File: config.mk
export PLATFORM = sky130hd
export DESIGN_NAME = tcw_ctrl
export DESIGN_NICKNAME = d
export VERILOG_FILES = /design/src/rtl/tcw_pkg.sv /design/src/rtl/tcw_ctrl.sv
export SDC_FILE = /design/constraint.sdc
export NUM_CORES = 1
export LEC_CHECK = 0
export BUFFER_PORTS_ARGS = -buffer_cell sky130_fd_sc_hd__clkbuf_2
export CAP_MARGIN = 10
export CORE_MARGIN = 4
export CORE_UTILIZATION = 39
export DETAILED_ROUTE_END_ITERATION = 6
export GPL_TIMING_DRIVEN = 0
export PLACE_DENSITY = 0.82
export SKIP_CTS_REPAIR_TIMING = 1
export SYNTH_ARGS = -nofsm -noshare
export SYNTH_HDL_FRONTEND = slang
export SYNTH_SLANG_ARGS = --single-unit
File: constraint.sdc
create_clock -name clk -period 1.85 [get_ports clk]
set_clock_uncertainty 0.2 [all_clocks]
set_input_delay 0.2775 -clock clk [delete_from_list [all_inputs] [get_ports clk]]
set_output_delay 0.2775 -clock clk [all_outputs]
set_load 0.05 [all_outputs]
File: src/rtl/tcw_pkg.sv
package tcw_pkg;

  localparam int COLUMNS_DEF = 80;
  localparam int ROWS_DEF    = 25;

  localparam int KIND_W = 2;
  localparam int CHAR_W = 8;
  localparam int COL_W  = 7;
  localparam int ROW_W  = 5;
  localparam int POS_W  = 11;
  localparam int DATA_W = 16;

  localparam logic [CHAR_W-1:0] ATTR_WHITE = 8'h0F;
  localparam logic [CHAR_W-1:0] CHAR_SPACE = 8'h20;
  localparam logic [CHAR_W-1:0] CHAR_CR    = 8'd13;
  localparam logic [CHAR_W-1:0] CHAR_LF    = 8'd10;
  localparam logic [DATA_W-1:0] BLANK_CELL = {ATTR_WHITE, CHAR_SPACE};

  typedef enum logic [KIND_W-1:0] {
    KIND_CHAR  = 2'd0,
    KIND_SET   = 2'd1,
    KIND_CLEAR = 2'd2,
    KIND_READ  = 2'd3
  } kind_t;

  // controller to datapath
  typedef struct packed {
    logic capture;
    logic set_cursor;
    logic col_zero;
    logic col_inc;
    logic row_inc;
    logic wr_char;
    logic wr_blank;
    logic wr_copy;
    logic rd_item;
    logic rd_copy;
    logic sweep_clr;
    logic sweep_inc;
    logic load_out;
  } tcw_cmd_t;

  // datapath to controller
  typedef struct packed {
    kind_t kind;
    logic  is_cr;
    logic  is_lf;
    logic  is_print;
    logic  col_last;
    logic  row_last;
    logic  sweep_zero;
    logic  copy_end;
    logic  fill_end;
    logic  out_free;
  } tcw_stat_t;

endpackage

File: src/rtl/tcw_ctrl.sv
module tcw_ctrl import tcw_pkg::*; (
  input  logic      clk,
  input  logic      rst_n,
  input  logic      in_valid,
  output logic      in_ready,
  input  tcw_stat_t stat,
  output tcw_cmd_t  cmd
);

  typedef enum logic [5:0] {
    S_INIT = 6'b000001,
    S_IDLE = 6'b000010,
    S_EXEC = 6'b000100,
    S_COPY = 6'b001000,
    S_FILL = 6'b010000,
    S_DONE = 6'b100000
  } state_t;

  state_t state_r, state_nxt;

  assign in_ready = (state_r == S_IDLE);

  always_comb begin
    state_nxt = state_r;
    cmd       = '0;
    unique case (state_r)
      S_INIT: begin
        // blank the store after reset
        cmd.wr_blank = 1'b1;
        if (stat.fill_end) begin
          state_nxt = S_IDLE;
        end else begin
          cmd.sweep_inc = 1'b1;
        end
      end
      S_IDLE: begin
        if (in_valid) begin
          cmd.capture = 1'b1;
          state_nxt   = S_EXEC;
        end
      end
      S_EXEC: begin
        state_nxt = S_DONE;
        unique case (stat.kind)
          KIND_CHAR: begin
            if (stat.is_cr) begin
              cmd.col_zero = 1'b1;
            end else if (stat.is_lf || (stat.is_print && stat.col_last)) begin
              cmd.wr_char  = stat.is_print;
              cmd.col_zero = 1'b1;
              if (stat.row_last) begin
                cmd.sweep_clr = 1'b1;
                state_nxt     = S_COPY;
              end else begin
                cmd.row_inc = 1'b1;
              end
            end else if (stat.is_print) begin
              cmd.wr_char = 1'b1;
              cmd.col_inc = 1'b1;
            end
          end
          KIND_SET: begin
            cmd.set_cursor = 1'b1;
          end
          KIND_CLEAR: begin
            cmd.sweep_clr = 1'b1;
            state_nxt     = S_FILL;
          end
          KIND_READ: begin
            cmd.rd_item = 1'b1;
          end
          default: begin
            state_nxt = S_DONE;
          end
        endcase
      end
      S_COPY: begin
        // read one line below, write the cell read in the previous cycle
        cmd.wr_copy = !stat.sweep_zero;
        if (stat.copy_end) begin
          state_nxt = S_FILL;
        end else begin
          cmd.rd_copy   = 1'b1;
          cmd.sweep_inc = 1'b1;
        end
      end
      S_FILL: begin
        cmd.wr_blank = 1'b1;
        if (stat.fill_end) begin
          state_nxt = S_DONE;
        end else begin
          cmd.sweep_inc = 1'b1;
        end
      end
      S_DONE: begin
        if (stat.out_free) begin
          cmd.load_out = 1'b1;
          state_nxt    = S_IDLE;
        end
      end
      default: begin
        state_nxt = S_IDLE;
      end
    endcase
  end

  always_ff @(posedge clk) begin
    if (!rst_n) begin
      state_r <= S_INIT;
    end else begin
      state_r <= state_nxt;
    end
  end

endmodule

==> reports/summary.txt, run 1 <==
status: finished with violations
failing checks: setup timing
distinct cell type count after synthesis: 33
Max Cap Viol: 0
cell breakdown of the critical path: or4_4 -> or3_4 -> nor3_4 -> buf_6
Die ar.: 2057 sq um
crit-path max cell delay: 580 ps
Initial Util: 41.83%
final setup margin: -558.8 ps
peak supply drop: 0.3763 mV
critical path fanouts, max: 7
vias per cell: 5.831
synth warn: 0
number of global-route vias before repair: 606
clock-pin transition on the worst setup and hold timing paths: 50 ps
WS Path Type: register to output pin
total global routing overflow: 0
Main synth FF type: dfxtp_1
dpl hpwl: 1272 um
clk sinks: 6
Area after DPL: 815.8 sq um
Pint: 328.2 uW
P_leak: 0.4464 nW
clk root buf: clkbuf_4
Clk pwr share: 24.3%
pwr dens: 524.2 nW/um^2
cell area after layout: 1033 sq um
Avg Synthesized Cell Area: 7.559 sq um
Sequential Power Share: 29.0%
Skew-Pair Late Insertion Delay: 260 ps
slowest CP cell: or4_4
Ports: 28
reported net switching power: 213.5 uW
Cells after Synth: 72
area of the multi-input gates: 533.0 sq um
CP endpoint kind: output pin
Req. time, crit path: 1370 ps
pin count of the biggest net entering global routing: 11
DR pass1 iterations: 4
combinational power share: 46.7%
DR WL/cell: 15.96 um
IO buf count: 27
share of layout cells above drive strength 1: 67.89%
Die X-Extent: 45.36 um
arrival time at the worst endpoint: 1930 ps
post-synth top area cell: dfxtp_1
fin crit share: 130.2%
Die H: 45.36 um
antenna diode count: 0
ys async rst share: 0%
Register Area: 133.9 sq um
Synthesized Nets: 86
ranking of synthesized cells by area: dfxtp_1 22%, nor3_2 7.4%, nor2_1 5.5%, and3_1 4.6%, or3_1 4.6%
register name with the most flops: state_r
Yosys top cell area share: 22.07%
number of enable flip-flop cells after synthesis: 0
Tmin final: 2409 ps
Slew @ Worst Pin: 508.9 ps
row cnt: 13
Synth-to-Final Area Change: 89.88%
sequential area share after synthesis: 22.07%
Fill cells: 85
largest registers: state_r x6
r2r setup slk: -80 ps
Min-Delay Path Class: primary input to register
initial antenna violation count: 0
Global Route Usage Sum: 17.18%
startpoint types: register
max FFs per register: 6
detailed-route DRC error count: 0
Hold WS: 68.27 ps
Max clock buf depth: 2
TritonCTS clock tree: done
H-tree depth: 1
DR iter-0 viols: 14
Max Fclk: 415.1 MHz
max-slew violation count: 0
Layout Nets: 125
CTS Buf Count: 3
via count of the routed design: 723
Final Hold Viols: 0
routability cong.: 0.7749
Setup-failing EPs final: 18
routed wire length: 1979 um
post-route ant nets: 0
Yosys reg bits: 6
Post-Syn Area: 544.3 sq um
first-pass GRT wire length: 2559 um
sw frac: 39.42%
unrepaired setup endpoints after global routing: yes
core region area: 1301 sq um
Relative slew margins: 65.83%
-- worst paths after layout --
kind | start | endpoint | cells after the start
worst max-delay path | state_r[1]$_SDFFE_PN0P_ | cmd[8] | 4
worst min-delay path | rst_n | state_r[0]$_SDFFE_PN1P_ | 2
worst max register to register | state_r[0]$_SDFFE_PN1P_ | state_r[1]$_SDFFE_PN0P_ | 5
worst min register to register | state_r[0]$_SDFFE_PN1P_ | state_r[0]$_SDFFE_PN1P_ | 2
-- per-layer routing --
layer	track usage [%]	part of all wire, %	routed length, um	vias up
met2	29.38	54	1064	28
li1	-	-	-	346
met4	3.509	2.0	40	0
met1	20.38	39	772	342
met3	6.375	5.1	101	7
met5	0	0	0	-
-- layout by cell type (no fill, tap or decap), drive strengths merged, types with 2 or more instances in the layout --
master / count
a21oi: 3
nor2: 8
buf: 20
nor3: 8
and3: 4
clkbuf: 18
dfxtp: 6
inv: 4
a31oi: 2
or3: 6
or4: 4
o21ai: 2
nand2: 6
or3b: 3
-- kinds of logic (layout without fill, tap and decap cells) --
kind of cell	after synthesis	count (layout)	synth area share [%]
XOR/XNOR	2	2	3.219
AO/OA/AOI/OAI	14	14	18.62
AND/OR/NAND/NOR	44	44	51.73
buffers and inverters	6	43	4.365
flip-flops	6	6	22.07
-- critical path: cells and delay by family (launching register included) --
| family | cells | cell delay [ps] |
|---|---|---|
| flops | 1 | 360 |
| buf+inv | 1 | 180 |
| simple gates | 3 | 1140 |
-- final cells by class --
type | instances | share of cell area, %
repair buffers | 34 | 27.36
clock buffers | 3 | 2.179
flip-flops and latches | 6 | 12.95
well taps | 15 | 1.816
multi-input cells | 60 | 51.57
plain buffers | 1 | 1.090
inverters | 5 | 3.027
-- per-stage QoR --
step | cells | setup TNS, ps | setup slack, ps | utilization (%) | power, mW
floorplan | 72 | -2670 | -429.0 | - | 0.2906
global placement | 114 | -3409 | -442.9 | 62.69 | 0.3349
detailed placement | 114 | -3770 | -462.6 | 62.69 | 0.3402
CTS | 117 | -7567 | -734.9 | 64.42 | 0.4696
global route | 124 | -6498 | -624.6 | 79.42 | 0.5649
finish | 124 | -5671 | -558.8 | 79.42 | 0.5418
-- power groups by stage --
stage / clock (mW) / combinational [mW] / sequential (mW)
after global placement: 0 / 0.176 / 0.159
after floorplan: 0 / 0.136 / 0.154
after global routing: 0.139 / 0.267 / 0.159
after detailed placement: 0 / 0.181 / 0.159
final: 0.132 / 0.253 / 0.157
after CTS: 0.131 / 0.182 / 0.156
-- cell usage after synthesis (3+ instances only) --
| library cell | count |
|---|---|
| nor3_1 | 4 |
| inv_1 | 4 |
| dfxtp_1 | 6 |
| nor2_1 | 8 |
| a21oi_1 | 3 |
| or3_1 | 4 |
| nor3_2 | 4 |
| and3_1 | 4 |
| nand2_1 | 6 |
No activity file was read; power rests on OpenSTA's default activity.
==> run 2, diff against run 1 <==
- CELL_PAD_IN_SITES_DETAIL_PLACEMENT: default -> 0
- CELL_PAD_IN_SITES_GLOBAL_PLACEMENT: default -> 2
- CORE_ASPECT_RATIO: default -> 0.6
- CORE_UTILIZATION: 39 -> 20
- PLACE_DENSITY: 0.82 -> 0.81
==> reports/summary.txt, run 2 (same netlist as run 1, synthesis figures left out) <==
clk sinks: 6 (unchanged)
DR pass1 iterations: 4 (unchanged)
Die ar.: 3647 sq um (was 2057 sq um)
Skew-Pair Late Insertion Delay: 220 ps (was 260 ps)
Final Hold Viols: 0 (unchanged)
Ports: 28 (unchanged)
max-slew violation count: 0 (unchanged)
Pwr Total: 585.4 uW (was 541.8 uW)
fin crit share: 128.2% (was 130.2%)
WS Path Type: register to output pin (unchanged)
clk root buf: clkbuf_8 (was clkbuf_4)
Slew @ Worst Pin: 426.5 ps (was 508.9 ps)
total global routing overflow: 0 (unchanged)
Global Route Usage Sum: 10.46% (was 17.18%)
first-pass GRT wire length: 2939 um (was 2559 um)
min-delay src: rst_n (unchanged)
initial antenna violation count: 0 (unchanged)
detailed-route DRC error count: 0 (unchanged)
Synth-to-Final Area Change: 91.03% (was 89.88%)
post-route ant nets: 0 (unchanged)
Hold EP: state_r[0]$_SDFFE_PN1P_ (unchanged)
Max Cap Viol: 0 (unchanged)
register name with the most flops: state_r (unchanged)
dpl hpwl: 1402 um (was 1272 um)
row cnt: 14 (was 13)
Min-Delay Path Class: primary input to register (unchanged)
reg2reg start: state_r[0]$_SDFFE_PN1P_ (unchanged)
area of the multi-input gates: 525.5 sq um (was 533.0 sq um)
DR iter-0 viols: 13 (was 14)
FF-to-FF End: state_r[2]$_SDFFE_PN0P_ (was state_r[1]$_SDFFE_PN0P_)
Relative slew margins: 71.36% (was 65.83%)
via count of the routed design: 671 (was 723)
antenna diode count: 0 (unchanged)
peak supply drop: 0.2711 mV (was 0.3763 mV)
most common cell after layout, fill and taps aside: clkbuf_2 (unchanged)
r2r setup slk: -90 ps (was -80 ps)
status: finished with violations (unchanged)
Area after DPL: 837.1 sq um (was 815.8 sq um)
DP Worst Slack: -481.9 ps (was -462.6 ps)
Die H: 48.41 um (was 45.36 um)
routability cong.: 0.7068 (was 0.7749)
largest registers: state_r x6 (unchanged)
max FFs per register: 6 (unchanged)
clock-pin transition on the worst setup and hold timing paths: 40 ps (was 50 ps)
failing checks: setup timing (unchanged)
vias per cell: 4.793 (was 5.831)
reg2reg path depth: 5 (unchanged)
P_leak: 0.4430 nW (was 0.4464 nW)
Hold WS: 83.57 ps (was 68.27 ps)
CP endpoint kind: output pin (unchanged)
Fill cells: 264 (was 85)
unrepaired setup endpoints after global routing: yes (unchanged)
Die X-Extent: 75.35 um (was 45.36 um)
hold path cells: 2 (unchanged)
startpoint types: register (unchanged)
Register Area: 128.9 sq um (was 133.9 sq um)
H-tree depth: 1 (unchanged)
number of global-route vias before repair: 637 (was 606)
DR WL/cell: 12.72 um (was 15.96 um)
TritonCTS clock tree: done (unchanged)
share of layout cells above drive strength 1: 64.81% (was 67.89%)
final setup margin: -521.4 ps (was -558.8 ps)
cell area after layout: 1040 sq um (was 1033 sq um)
Setup-failing EPs final: 18 (unchanged)
Layout Nets: 124 (was 125)
arrival time at the worst endpoint: 1890 ps (was 1930 ps)
core region area: 2557 sq um (was 1301 sq um)
Final Util: 40.66% (was 79.42%)
critical path fanouts, max: 7 (unchanged)
commonest non-fill, non-tap cells in the layout: 13 x clkbuf_2, 8 x buf_6, 7 x buf_4, 5 x nor3_4 (was 13 x clkbuf_2, 11 x buf_6, 6 x buf_4)
Req. time, crit path: 1370 ps (about the same)
Tmin final: 2371 ps (was 2409 ps)
routed wire length: 1781 um (was 1979 um)
CTS Buf Count: 3 (unchanged)
pin count of the biggest net entering global routing: 11 (unchanged)
pwr dens: 563.0 nW/um^2 (was 524.2 nW/um^2)
IO buf count: 27 (unchanged)
Initial Util: 21.28% (was 41.83%)
Max Fclk: 421.7 MHz (was 415.1 MHz)
Max clock buf depth: 2 (unchanged)
-- run 2: cell count changes in the layout (fill, tap and decap cells not counted), sizes merged --
cell / delta
buf: -1
-- run 2: critical path, cell delays in order (launching register included) --
cell and delay, ps:
dfxtp_4 350, or4_4 570, or3_4 430, nor3_4 130, buf_6 180
-- run 2: worst max path at each step --
stage,slack (ps),depth (start not counted),from,endpoint
final,-520,4,state_r[1]$_SDFFE_PN0P_,cmd[8]
after global placement,-470,4,state_r[1]$_SDFFE_PN0P_,cmd[10]
after CTS,-730,4,state_r[1]$_SDFFE_PN0P_,cmd[8]
after global routing,-570,4,state_r[1]$_SDFFE_PN0P_,cmd[10]
after floorplan,-430,3,state_r[3]$_SDFFE_PN0P_,cmd[10]
after detailed placement,-480,4,state_r[1]$_SDFFE_PN0P_,cmd[8]
-- run 2: where the power goes --
group / internal (mW) / switching [mW] / total [mW] / leakage (nW)
clock network: 0.140 / 0.0577 / 0.198 / 0.0216
logic: 0.102 / 0.130 / 0.232 / 0.370
registers: 0.140 / 0.0156 / 0.156 / 0.0510
-- run 2: cell type report --
class | count | share of cell area, %
Multi-Input combinational cell | 60 | 50.54
Timing Repair Buffer | 33 | 25.75
Sequential cell | 6 | 12.39
Clock buffer | 3 | 3.971
Tap cell | 32 | 3.851
Inverter | 5 | 3.008
Buffer | 1 | 0.4813
-- run 2: stage by stage --
step | setup TNS (ps) | std cells
floorplan | -2670 | 72
global placement | -4088 | 131
detailed placement | -4103 | 131
CTS | -7549 | 134
global route | -6329 | 140
finish | -5063 | 140
-- run 2: per-layer routing --
metal | share of wire [%] | global-route usage [%]
met2 | 44 | 13.18
met3 | 5.1 | 4.339
met5 | 0 | 0
met1 | 51 | 16.33
met4 | 0 | 1.744
